### config.mk
export PLATFORM = sky130hd
export DESIGN_NAME = double_hash_table
export DESIGN_NICKNAME = d
export VERILOG_FILES = /design/src/rtl/dhash_pkg.sv /design/src/rtl/double_hash_table.sv /design/src/rtl/dhash_ram.sv /design/src/rtl/dhash_rem.sv
export SDC_FILE = /design/constraint.sdc
export NUM_CORES = 2
export LEC_CHECK = 0
export BUFFER_PORTS_ARGS = -buffer_cell sky130_fd_sc_hd__buf_2
export CAP_MARGIN = 20
export CELL_PAD_IN_SITES_DETAIL_PLACEMENT = 0
export CELL_PAD_IN_SITES_GLOBAL_PLACEMENT = 1
export CORE_ASPECT_RATIO = 1.75
export CORE_MARGIN = 5
export CORE_UTILIZATION = 39
export DETAILED_ROUTE_END_ITERATION = 6
export GPL_ROUTABILITY_DRIVEN = 0
export GPL_TIMING_DRIVEN = 0
export PLACE_DENSITY_LB_ADDON = 0.1
export SKIP_CTS_REPAIR_TIMING = 1
export SYNTH_ARGS = -nofsm -noshare
export SYNTH_HDL_FRONTEND = slang
export SYNTH_HIERARCHICAL = 1
export SYNTH_SLANG_ARGS = --single-unit
### constraint.sdc
create_clock -name clk -period 9.4 [get_ports clk]
set_input_delay 2.35 -clock clk [delete_from_list [all_inputs] [get_ports clk]]
set_output_delay 2.35 -clock clk [all_outputs]
set_load 0.1 [all_outputs]
### src/rtl/dhash_pkg.sv
// ----------------------------------------------------------------------------
// dhash_pkg
// Shared constants and types of the double hashing table.
// ----------------------------------------------------------------------------
package dhash_pkg;

    localparam int TABLE_SLOTS_DEF = 127;
    localparam int KEY_W           = 31;
    localparam int SLOT_OUT_W      = 7;

    typedef enum logic [1:0] {
        ST_INSERTED  = 2'd0,
        ST_FULL      = 2'd1,
        ST_FOUND     = 2'd2,
        ST_NOT_FOUND = 2'd3
    } status_t;

    typedef enum logic {
        OP_INSERT = 1'b0,
        OP_SEARCH = 1'b1
    } op_t;

endpackage

### src/rtl/double_hash_table.sv
// ----------------------------------------------------------------------------
// double_hash_table
// Open-addressing hash table with double hashing, insert and search.
// ----------------------------------------------------------------------------
// Usage:
//   s_axis carries one request item: s_tuser is the operation (insert or
//   search), s_tdata the key. m_axis returns one item per request: m_tuser is
//   the status, m_tdata the slot index (0 when full or not found).
//   The home slot is key mod TABLE_SLOTS, the probe step
//   1 + key mod (TABLE_SLOTS - 1); TABLE_SLOTS should be prime.
//   Both remainders come from one shared multiplier by reciprocal
//   multiplication, one after the other.
//   Each probe is one registered RAM read followed by a check.
//   An insert into a full table skips the remainders and the probes and
//   goes straight to S_OUT. Only one item is in flight.
//   After reset the block sweeps the slot RAM to clear it, with s_tready
//   low. When the receiver stalls, the result is held in the output
//   register and the next request waits in the sequencer.
// ----------------------------------------------------------------------------
module double_hash_table
    import dhash_pkg::*;
#(
    parameter int TABLE_SLOTS = TABLE_SLOTS_DEF
) (
    input  logic        clk,
    input  logic        rst_n,
    input  logic        s_tvalid,
    output logic        s_tready,
    input  logic [31:0] s_tdata,   // [30:0] key, [31] zero
    input  logic [0:0]  s_tuser,   // [0] kind
    output logic        m_tvalid,
    input  logic        m_tready,
    output logic [7:0]  m_tdata,   // [6:0] slot_index, [7] zero
    output logic [1:0]  m_tuser    // [1:0] status
);

    localparam int IW = $clog2(TABLE_SLOTS);
    localparam int CW = $clog2(TABLE_SLOTS + 1);
    localparam int RW = KEY_W + 1;
    localparam logic [CW-1:0] SLOTS_C  = CW'(TABLE_SLOTS);
    localparam logic [IW-1:0] LAST_N_C = IW'(TABLE_SLOTS - 1);

    typedef enum logic [6:0] {
        S_CLEAR = 7'b0000001,
        S_IDLE  = 7'b0000010,
        S_HOME  = 7'b0000100,
        S_STEP  = 7'b0001000,
        S_READ  = 7'b0010000,
        S_CHECK = 7'b0100000,
        S_OUT   = 7'b1000000
    } state_t;

    state_t            state_reg, state_next;
    logic [IW-1:0]     clr_reg, clr_next;
    logic [CW-1:0]     count_reg, count_next;
    logic              op_reg, op_next;
    logic [KEY_W-1:0]  key_reg, key_next;
    logic [IW-1:0]     home_reg, home_next;
    logic [IW-1:0]     idx_reg, idx_next;
    logic [IW-1:0]     step_reg, step_next;
    logic [IW-1:0]     n_reg, n_next;
    status_t           res_status_reg, res_status_next;
    logic [IW-1:0]     res_idx_reg, res_idx_next;
    logic              m_valid_reg, m_valid_next;
    status_t           m_status_reg, m_status_next;
    logic [SLOT_OUT_W-1:0] m_idx_reg, m_idx_next;

    logic              rem_start;
    logic              rem_sel;
    logic              rem_done;
    logic [CW-1:0]     rem_val;

    logic              ram_we;
    logic [IW-1:0]     ram_waddr;
    logic [RW-1:0]     ram_wdata;
    logic              ram_re;
    logic [RW-1:0]     ram_rdata;

    logic              rd_valid;
    logic [KEY_W-1:0]  rd_key;
    logic [IW:0]       sum;
    logic [IW-1:0]     nxt_idx;
    logic              n_last;
    logic [IW+SLOT_OUT_W-1:0] idx_wide;

    dhash_rem #(
        .TABLE_SLOTS (TABLE_SLOTS),
        .CW          (CW)
    ) u_rem (
        .clk      (clk),
        .rst_n    (rst_n),
        .start    (rem_start),
        .sel      (rem_sel),
        .dividend (key_next),
        .done     (rem_done),
        .rem      (rem_val)
    );

    dhash_ram #(
        .WIDTH (RW),
        .DEPTH (TABLE_SLOTS)
    ) u_ram (
        .clk   (clk),
        .we    (ram_we),
        .waddr (ram_waddr),
        .wdata (ram_wdata),
        .re    (ram_re),
        .raddr (idx_reg),
        .rdata (ram_rdata)
    );

    assign rd_valid = ram_rdata[KEY_W];
    assign rd_key   = ram_rdata[KEY_W-1:0];
    assign n_last   = (n_reg == LAST_N_C);
    assign idx_wide = {{SLOT_OUT_W{1'b0}}, res_idx_reg};

    // next probe slot: idx + step stays below twice the table size
    always_comb
    begin
        sum = {1'b0, idx_reg} + {1'b0, step_reg};
        if (sum >= (IW+1)'(TABLE_SLOTS))
        begin
            nxt_idx = IW'(sum - (IW+1)'(TABLE_SLOTS));
        end
        else
        begin
            nxt_idx = sum[IW-1:0];
        end
    end

    always_comb
    begin
        state_next      = state_reg;
        clr_next        = clr_reg;
        count_next      = count_reg;
        op_next         = op_reg;
        key_next        = key_reg;
        home_next       = home_reg;
        idx_next        = idx_reg;
        step_next       = step_reg;
        n_next          = n_reg;
        res_status_next = res_status_reg;
        res_idx_next    = res_idx_reg;
        m_valid_next    = m_valid_reg;
        m_status_next   = m_status_reg;
        m_idx_next      = m_idx_reg;
        rem_start       = 1'b0;
        rem_sel         = 1'b0;
        ram_we          = 1'b0;
        ram_waddr       = idx_reg;
        ram_wdata       = {1'b1, key_reg};
        ram_re          = 1'b0;
        s_tready        = 1'b0;

        if (m_valid_reg && m_tready)
        begin
            m_valid_next = 1'b0;
        end

        unique case (state_reg)
            S_CLEAR:
            begin
                ram_we    = 1'b1;
                ram_waddr = clr_reg;
                ram_wdata = '0;
                clr_next  = clr_reg + 1'b1;
                if (clr_reg == LAST_N_C)
                begin
                    state_next = S_IDLE;
                end
            end
            S_IDLE:
            begin
                s_tready = 1'b1;
                if (s_tvalid)
                begin
                    op_next  = s_tuser[0];
                    key_next = s_tdata[KEY_W-1:0];
                    if (s_tuser[0] == OP_INSERT && count_reg == SLOTS_C)
                    begin
                        res_status_next = ST_FULL;
                        res_idx_next    = '0;
                        state_next      = S_OUT;
                    end
                    else
                    begin
                        rem_start  = 1'b1;
                        state_next = S_HOME;
                    end
                end
            end
            S_HOME:
            begin
                rem_sel = 1'b1;
                if (rem_done)
                begin
                    home_next  = rem_val[IW-1:0];
                    idx_next   = rem_val[IW-1:0];
                    rem_start  = 1'b1;
                    state_next = S_STEP;
                end
            end
            S_STEP:
            begin
                if (rem_done)
                begin
                    step_next  = rem_val[IW-1:0] + 1'b1;
                    n_next     = '0;
                    state_next = S_READ;
                end
            end
            S_READ:
            begin
                ram_re     = 1'b1;
                state_next = S_CHECK;
            end
            S_CHECK:
            begin
                state_next = S_OUT;
                if (op_reg == OP_INSERT)
                begin
                    if (!rd_valid)
                    begin
                        ram_we          = 1'b1;
                        count_next      = count_reg + 1'b1;
                        res_status_next = ST_INSERTED;
                        res_idx_next    = idx_reg;
                    end
                    else if (n_last)
                    begin
                        res_status_next = ST_FULL;
                        res_idx_next    = '0;
                    end
                    else
                    begin
                        idx_next   = nxt_idx;
                        n_next     = n_reg + 1'b1;
                        state_next = S_READ;
                    end
                end
                else
                begin
                    if (rd_valid && rd_key == key_reg)
                    begin
                        res_status_next = ST_FOUND;
                        res_idx_next    = idx_reg;
                    end
                    else if (!rd_valid || nxt_idx == home_reg || n_last)
                    begin
                        res_status_next = ST_NOT_FOUND;
                        res_idx_next    = '0;
                    end
                    else
                    begin
                        idx_next   = nxt_idx;
                        n_next     = n_reg + 1'b1;
                        state_next = S_READ;
                    end
                end
            end
            S_OUT:
            begin
                // wait for the output register to drain
                if (!m_valid_reg || m_tready)
                begin
                    m_valid_next  = 1'b1;
                    m_status_next = res_status_reg;
                    m_idx_next    = idx_wide[SLOT_OUT_W-1:0];
                    state_next    = S_IDLE;
                end
            end
            default:
            begin
                state_next = S_IDLE;
            end
        endcase
    end

    always_ff @(posedge clk or negedge rst_n)
    begin
        if (!rst_n)
        begin
            state_reg   <= S_CLEAR;
            clr_reg     <= '0;
            count_reg   <= '0;
            m_valid_reg <= 1'b0;
        end
        else
        begin
            state_reg   <= state_next;
            clr_reg     <= clr_next;
            count_reg   <= count_next;
            m_valid_reg <= m_valid_next;
        end
    end

    always_ff @(posedge clk)
    begin
        op_reg         <= op_next;
        key_reg        <= key_next;
        home_reg       <= home_next;
        idx_reg        <= idx_next;
        step_reg       <= step_next;
        n_reg          <= n_next;
        res_status_reg <= res_status_next;
        res_idx_reg    <= res_idx_next;
        m_status_reg   <= m_status_next;
        m_idx_reg      <= m_idx_next;
    end

    assign m_tvalid = m_valid_reg;
    assign m_tdata  = {1'b0, m_idx_reg};
    assign m_tuser  = m_status_reg;

endmodule

### src/rtl/dhash_ram.sv
// ----------------------------------------------------------------------------
// dhash_ram
// Generic single write port RAM with registered read.
// ----------------------------------------------------------------------------
module dhash_ram
    import dhash_pkg::*;
#(
    parameter int WIDTH = 32,
    parameter int DEPTH = TABLE_SLOTS_DEF
) (
    input  logic                     clk,
    input  logic                     we,
    input  logic [$clog2(DEPTH)-1:0] waddr,
    input  logic [WIDTH-1:0]         wdata,
    input  logic                     re,
    input  logic [$clog2(DEPTH)-1:0] raddr,
    output logic [WIDTH-1:0]         rdata
);

    logic [WIDTH-1:0] mem [DEPTH];

    always_ff @(posedge clk)
    begin
        if (we)
        begin
            mem[waddr] <= wdata;
        end
        if (re)
        begin
            rdata <= mem[raddr];
        end
    end

endmodule

### src/rtl/dhash_rem.sv
// ----------------------------------------------------------------------------
// dhash_rem
// Remainder unit: key mod TABLE_SLOTS or key mod (TABLE_SLOTS - 1) by
// reciprocal multiplication on one shared multiplier, one key at a time.
// ----------------------------------------------------------------------------
module dhash_rem
    import dhash_pkg::*;
#(
    parameter int TABLE_SLOTS = TABLE_SLOTS_DEF,
    parameter int CW          = $clog2(TABLE_SLOTS + 1)
) (
    input  logic             clk,
    input  logic             rst_n,
    input  logic             start,
    input  logic             sel,        // 0: mod TABLE_SLOTS, 1: mod TABLE_SLOTS - 1
    input  logic [KEY_W-1:0] dividend,
    output logic             done,
    output logic [CW-1:0]    rem
);

    typedef enum logic [3:0] {
        P_IDLE = 4'b0001,
        P_MUL  = 4'b0010,
        P_BACK = 4'b0100,
        P_FIX  = 4'b1000
    } phase_t;

    localparam logic [KEY_W-1:0] DIV_HOME   = KEY_W'(TABLE_SLOTS);
    localparam logic [KEY_W-1:0] DIV_STEP   = KEY_W'(TABLE_SLOTS - 1);
    localparam logic [KEY_W-1:0] RECIP_HOME = KEY_W'((64'd1 << KEY_W) / TABLE_SLOTS);
    localparam logic [KEY_W-1:0] RECIP_STEP = KEY_W'((64'd1 << KEY_W) / (TABLE_SLOTS - 1));

    phase_t               phase_reg, phase_next;
    logic                 done_reg, done_next;
    logic                 sel_reg, sel_next;
    logic [KEY_W-1:0]     dvd_reg, dvd_next;
    logic [2*KEY_W-1:0]   prod_reg, prod_next;
    logic [CW-1:0]        rem_reg, rem_next;
    logic [KEY_W-1:0]     div_sel;
    logic [KEY_W-1:0]     recip_sel;
    logic [KEY_W-1:0]     mul_a;
    logic [KEY_W-1:0]     mul_b;
    logic [2*KEY_W-1:0]   mul_p;
    logic [CW:0]          part;

    assign div_sel   = sel_reg ? DIV_STEP : DIV_HOME;
    assign recip_sel = sel_reg ? RECIP_STEP : RECIP_HOME;

    // first pass: key * recip gives the quotient estimate in the upper half,
    // second pass: estimate * divisor
    assign mul_a = (phase_reg == P_BACK) ? prod_reg[2*KEY_W-1:KEY_W] : dvd_reg;
    assign mul_b = (phase_reg == P_BACK) ? div_sel : recip_sel;
    assign mul_p = {{KEY_W{1'b0}}, mul_a} * {{KEY_W{1'b0}}, mul_b};

    // estimate is at most one short, so the difference is below twice the
    // divisor and its low bits are enough
    assign part = dvd_reg[CW:0] - prod_reg[CW:0];

    always_comb
    begin
        phase_next = phase_reg;
        done_next  = 1'b0;
        sel_next   = sel_reg;
        dvd_next   = dvd_reg;
        prod_next  = prod_reg;
        rem_next   = rem_reg;
        unique case (phase_reg)
            P_IDLE:
            begin
                if (start)
                begin
                    sel_next   = sel;
                    dvd_next   = dividend;
                    phase_next = P_MUL;
                end
            end
            P_MUL:
            begin
                prod_next  = mul_p;
                phase_next = P_BACK;
            end
            P_BACK:
            begin
                prod_next  = mul_p;
                phase_next = P_FIX;
            end
            P_FIX:
            begin
                if (part >= div_sel[CW:0])
                begin
                    rem_next = CW'(part - div_sel[CW:0]);
                end
                else
                begin
                    rem_next = part[CW-1:0];
                end
                done_next  = 1'b1;
                phase_next = P_IDLE;
            end
            default:
            begin
                phase_next = P_IDLE;
            end
        endcase
    end

    always_ff @(posedge clk or negedge rst_n)
    begin
        if (!rst_n)
        begin
            phase_reg <= P_IDLE;
            done_reg  <= 1'b0;
        end
        else
        begin
            phase_reg <= phase_next;
            done_reg  <= done_next;
        end
    end

    always_ff @(posedge clk)
    begin
        sel_reg  <= sel_next;
        dvd_reg  <= dvd_next;
        prod_reg <= prod_next;
        rem_reg  <= rem_next;
    end

    assign done = done_reg;
    assign rem  = rem_reg;

endmodule

==> flow_results.org <==
** CTS
- The cell sitting at the root of the clock tree is a clkbuf_16.
- Counting every sink on the clock net gives 4,273.
- Counting the buffers created by CTS gives 396.
- CTS tree :: built
- The H-tree generated during clock tree synthesis spans 5 levels.
- Maximum count of clock buffers along a single path :: 4
- Clock latency on the worst-skew pair :: 1.00 ns
- Clock-pin slew was measured on the worst setup and hold paths at 0.07 ns.

** Synth
- Number of library cell types mapped by synthesis :: 96
- Async set-reset flop share out of synthesis :: 0.00632
- Synth Register Bits :: 4,273
- Most area-consuming cells after synthesis :: edfxtp_1 71%, mux4_2 14%, fa_1 2.5%
- Counting flops with a built-in enable in the synthesized netlist gives 4,215.
- Cell area after synthesis :: about 180,000 sq um
- In this run the mean area of a mapped cell was 20.0 sq um.
- Yosys printed 6 warnings.
- In the synthesized netlist the dominant register cell turns out to be edfxtp_1.
- Post-Syn Instances :: 8,960
- Share of the synthesized area in the top cell type :: 0.707
- The largest total area in the synthesized netlist belongs to edfxtp_1.
- Of the synthesized area, sequential elements account for 0.714.

** Cells and area
- Max reg flops :: approximately 4,000
- Most common library cell in the layout ignoring fill and taps :: edfxtp_1
- Of the cells placed in the final design, the portion with a size suffix greater than 1 is 0.247.
- For this run, the share of the core covered by cells in the final layout is 0.449.
- Area taken by flip-flops and latches :: 128,000 sq um
- Area taken by multi-input logic gates :: 48,800 sq um
- The final layout contains 10,296 nets.
- Leaving out fill and tap cells, the most frequent cells in the layout are 4,215 x edfxtp_1, 1,080 x mux4_2, 421 x inv_1, 402 x clkbuf_16, 345 x ha_1.
- The area growth from synthesis to layout is 15.0%.
- Fill cells in the final layout number 39,053.

** Routing
- The first detailed-routing pass ran for 6 iterations.
- After detailed routing, the number of remaining DRC violations is 0.
- The first routing iteration left 8,664 violations.
- The routed layout has 92,476 vias.
- Vias per cell :: 5.73
- WL final :: 611 mm
- Once detail routing completed, the nets flagged for antenna violations numbered 0.
- In the final routed layout, each cell accounts on average for roughly 38 um.

** Floorplan
- Number of placement rows :: 329
- Number of top-level pins :: 49
- Initial Utilization :: 0.391
- The die covers 473,000 sq um.
- In this run the horizontal extent of the chip is 522 um.
- Measured along the y axis, the die boundary spans 906 um.
- Core region area :: 458,000 sq um

** Run
- Across the run, the number of max-cap violations was 0.

** Global routing
- In the global route stage, overall resource usage came out at 0.256.
- Number of global-route vias before repair :: 96,873
- The number of antenna violations at the first check in global routing came to 42.
- Remaining Overflow, GRT :: 0
- Entering global routing, the biggest net connects slightly above 90 pins.
- First-pass GRT wire length :: 827 mm

** STA
- Setup violations remaining at the end of the flow were counted as 0.
- Crit path time final :: approximately 9.1 ns
- Headroom to the max-slew limit came out at 0.0367.
- Static timing analysis puts the maximum clock frequency at 0.109 GHz.
- Smallest hold slack :: approximately 0.42 ns
- Hold Vio Cnt, Final :: 0
- Part of the cycle the worst path needs :: 0.972
- Clock skew on the completed layout was measured at around 0.064 ns.
- The max-slew violation count came to 0.
- Least-Margin Pin Slew :: 1.44 ns

** Placement
- Input and output buffers added on the ports amount to 46.
- DP HPWL :: 447 mm

** Setup path
- Library cell appearing most often on the critical path :: fa_1
- STA classifies the critical path endpoint as a flop.
- Critical path arrival :: ~9.8 ns
- CP Data Required Time :: 10.05 ns
- Worst-path maximum fanout :: 13
- The largest single stage delay on the critical path is ~0.84 ns.
- In this run the register-to-register setup slack is 0.27 ns.
- The worst setup path is launched from a flop.
- Setup CP Type :: flop to flop
- The slowest stage of the critical path belongs to the cell xnor2_1.

** Outcome
- Result of the run :: completed

** Hold path
- Type of the worst min-delay path :: flop to flop

** Power
- Dividing total power by cell area gives a power density of between 300 and 400 nW/um^2.
- Across the VDD grid, the largest voltage drop is 1.31 mV.
- For this design the static power due to leakage is 68.1 nW.
==> synth_stat cells (29+ instances only) <==
master    instances
edfxtp_1       4215
mux4_2         1080
inv_1           421
ha_1            350
nor2_1          301
mux2i_1         285
nand2_1         266
fa_1            223
clkbuf_1        181
a21oi_1         135
buf_2           133
a22oi_1         131
o21ai_0         103
xnor2_1          94
nor2b_1          85
and2_1           84
xor2_1           64
o22ai_1          62
buf_1            53
a211oi_1         51
nand3_1          50
buf_4            46
nor3_1           38
mux2_2           36
and3_1           32
a311oi_1         31
dfxtp_1          31
nand4_1          30
o211ai_1         29
==> layer usage <==
metal	up-vias	GRT usage	routed length, um
li1	37685	-	-
met1	50461	0.270	201000
met2	3225	0.481	336000
met3	1089	0.0322	28300
met4	16	0.154	45900
met5	-	0	120
==> worst max-delay path, delay by kind of cell (launching register included) <==
| kind | cells | cell delay, ns |
|---|---|---|
| flops | 1 | 0.47 |
| compound gates | 2 | 0.46 |
| xor+xnor | 1 | 0.84 |
| buf+inv | 11 | 1.57 |
| fa+ha+maj | 9 | 3.68 |
| simple gates | 5 | 1.73 |
==> cells by family (layout without fill, tap and decap cells) <==
kind of cell / after synthesis / count (layout) / synth area share
AOI/OAI and AO/OA: 706 / 706 / 0.0268
xor gates and xnor gates: 159 / 159 / 0.00786
adders and majority gates: 575 / 575 / 0.0495
buffers and inverters: 856 / 1882 / 0.0207
DFF: 4273 / 4273 / 0.714
muxes: 1401 / 1401 / 0.154
other: 3 / 46 / 0.0000629
and+or+nand+nor: 987 / 987 / 0.0266
==> layout make-up <==
class / count / area share
flip-flops and latches: 4273 / 0.621
diodes: 27 / 0.000328
plain buffers: 432 / 0.0107
inverters: 422 / 0.00770
repair buffers: 314 / 0.0243
clock buffers: 481 / 0.0505
clock inverters: 233 / 0.0111
multi-input cells: 3847 / 0.237
well taps: 6123 / 0.0372
==> worst paths after layout <==
path,startpoint,to,cells after the start
hold / removal,res_status_reg[0]$_SDFFCE_PN1P_,m_tuser[0]$_DFFE_PP_,0
min in group asynchronous,rst_n,u_rem/phase_reg[1]$_DFFE_PN0P_,1
max in group asynchronous,rst_n,clr_reg[0]$_DFFE_PN0P_,1
setup reg to reg,u_rem/phase_reg[1]$_DFFE_PN0P_,u_rem/prod_reg[35]$_DFFE_PN_,28
setup / recovery,u_rem/phase_reg[1]$_DFFE_PN0P_,u_rem/prod_reg[35]$_DFFE_PN_,28
hold reg to reg,res_status_reg[0]$_SDFFCE_PN1P_,m_tuser[0]$_DFFE_PP_,0
==> metrics by stage <==
| stage | instance area (sq um) | setup WS [ns] | instances | setup TNS, ns | power, mW |
|---|---|---|---|---|---|
| floorplan | 179000 | 1.12 | 8976 | 0 | 39.5 |
| global placement | 187000 | -5.16 | 15145 | - | 49.8 |
| detailed placement | 193000 | -2.61 | 15407 | -48.16 | 49.9 |
| CTS | 206000 | -2.62 | 16121 | -48.85 | 66.1 |
| global route | 206000 | -0.0444 | 16131 | -0.0734 | 70.1 |
| finish | 206000 | 0.266 | 16152 | 0 | 66.9 |
==> power breakdown <==
part	switching [mW]	total (mW)	leakage, nW	internal (mW)
Sequential	0.182	24.3	38.9	24.1
Combinational	18.6	26.4	23.0	7.80
Clock	7.23	16.2	6.19	8.94
Power figures use the tool's default switching activity.
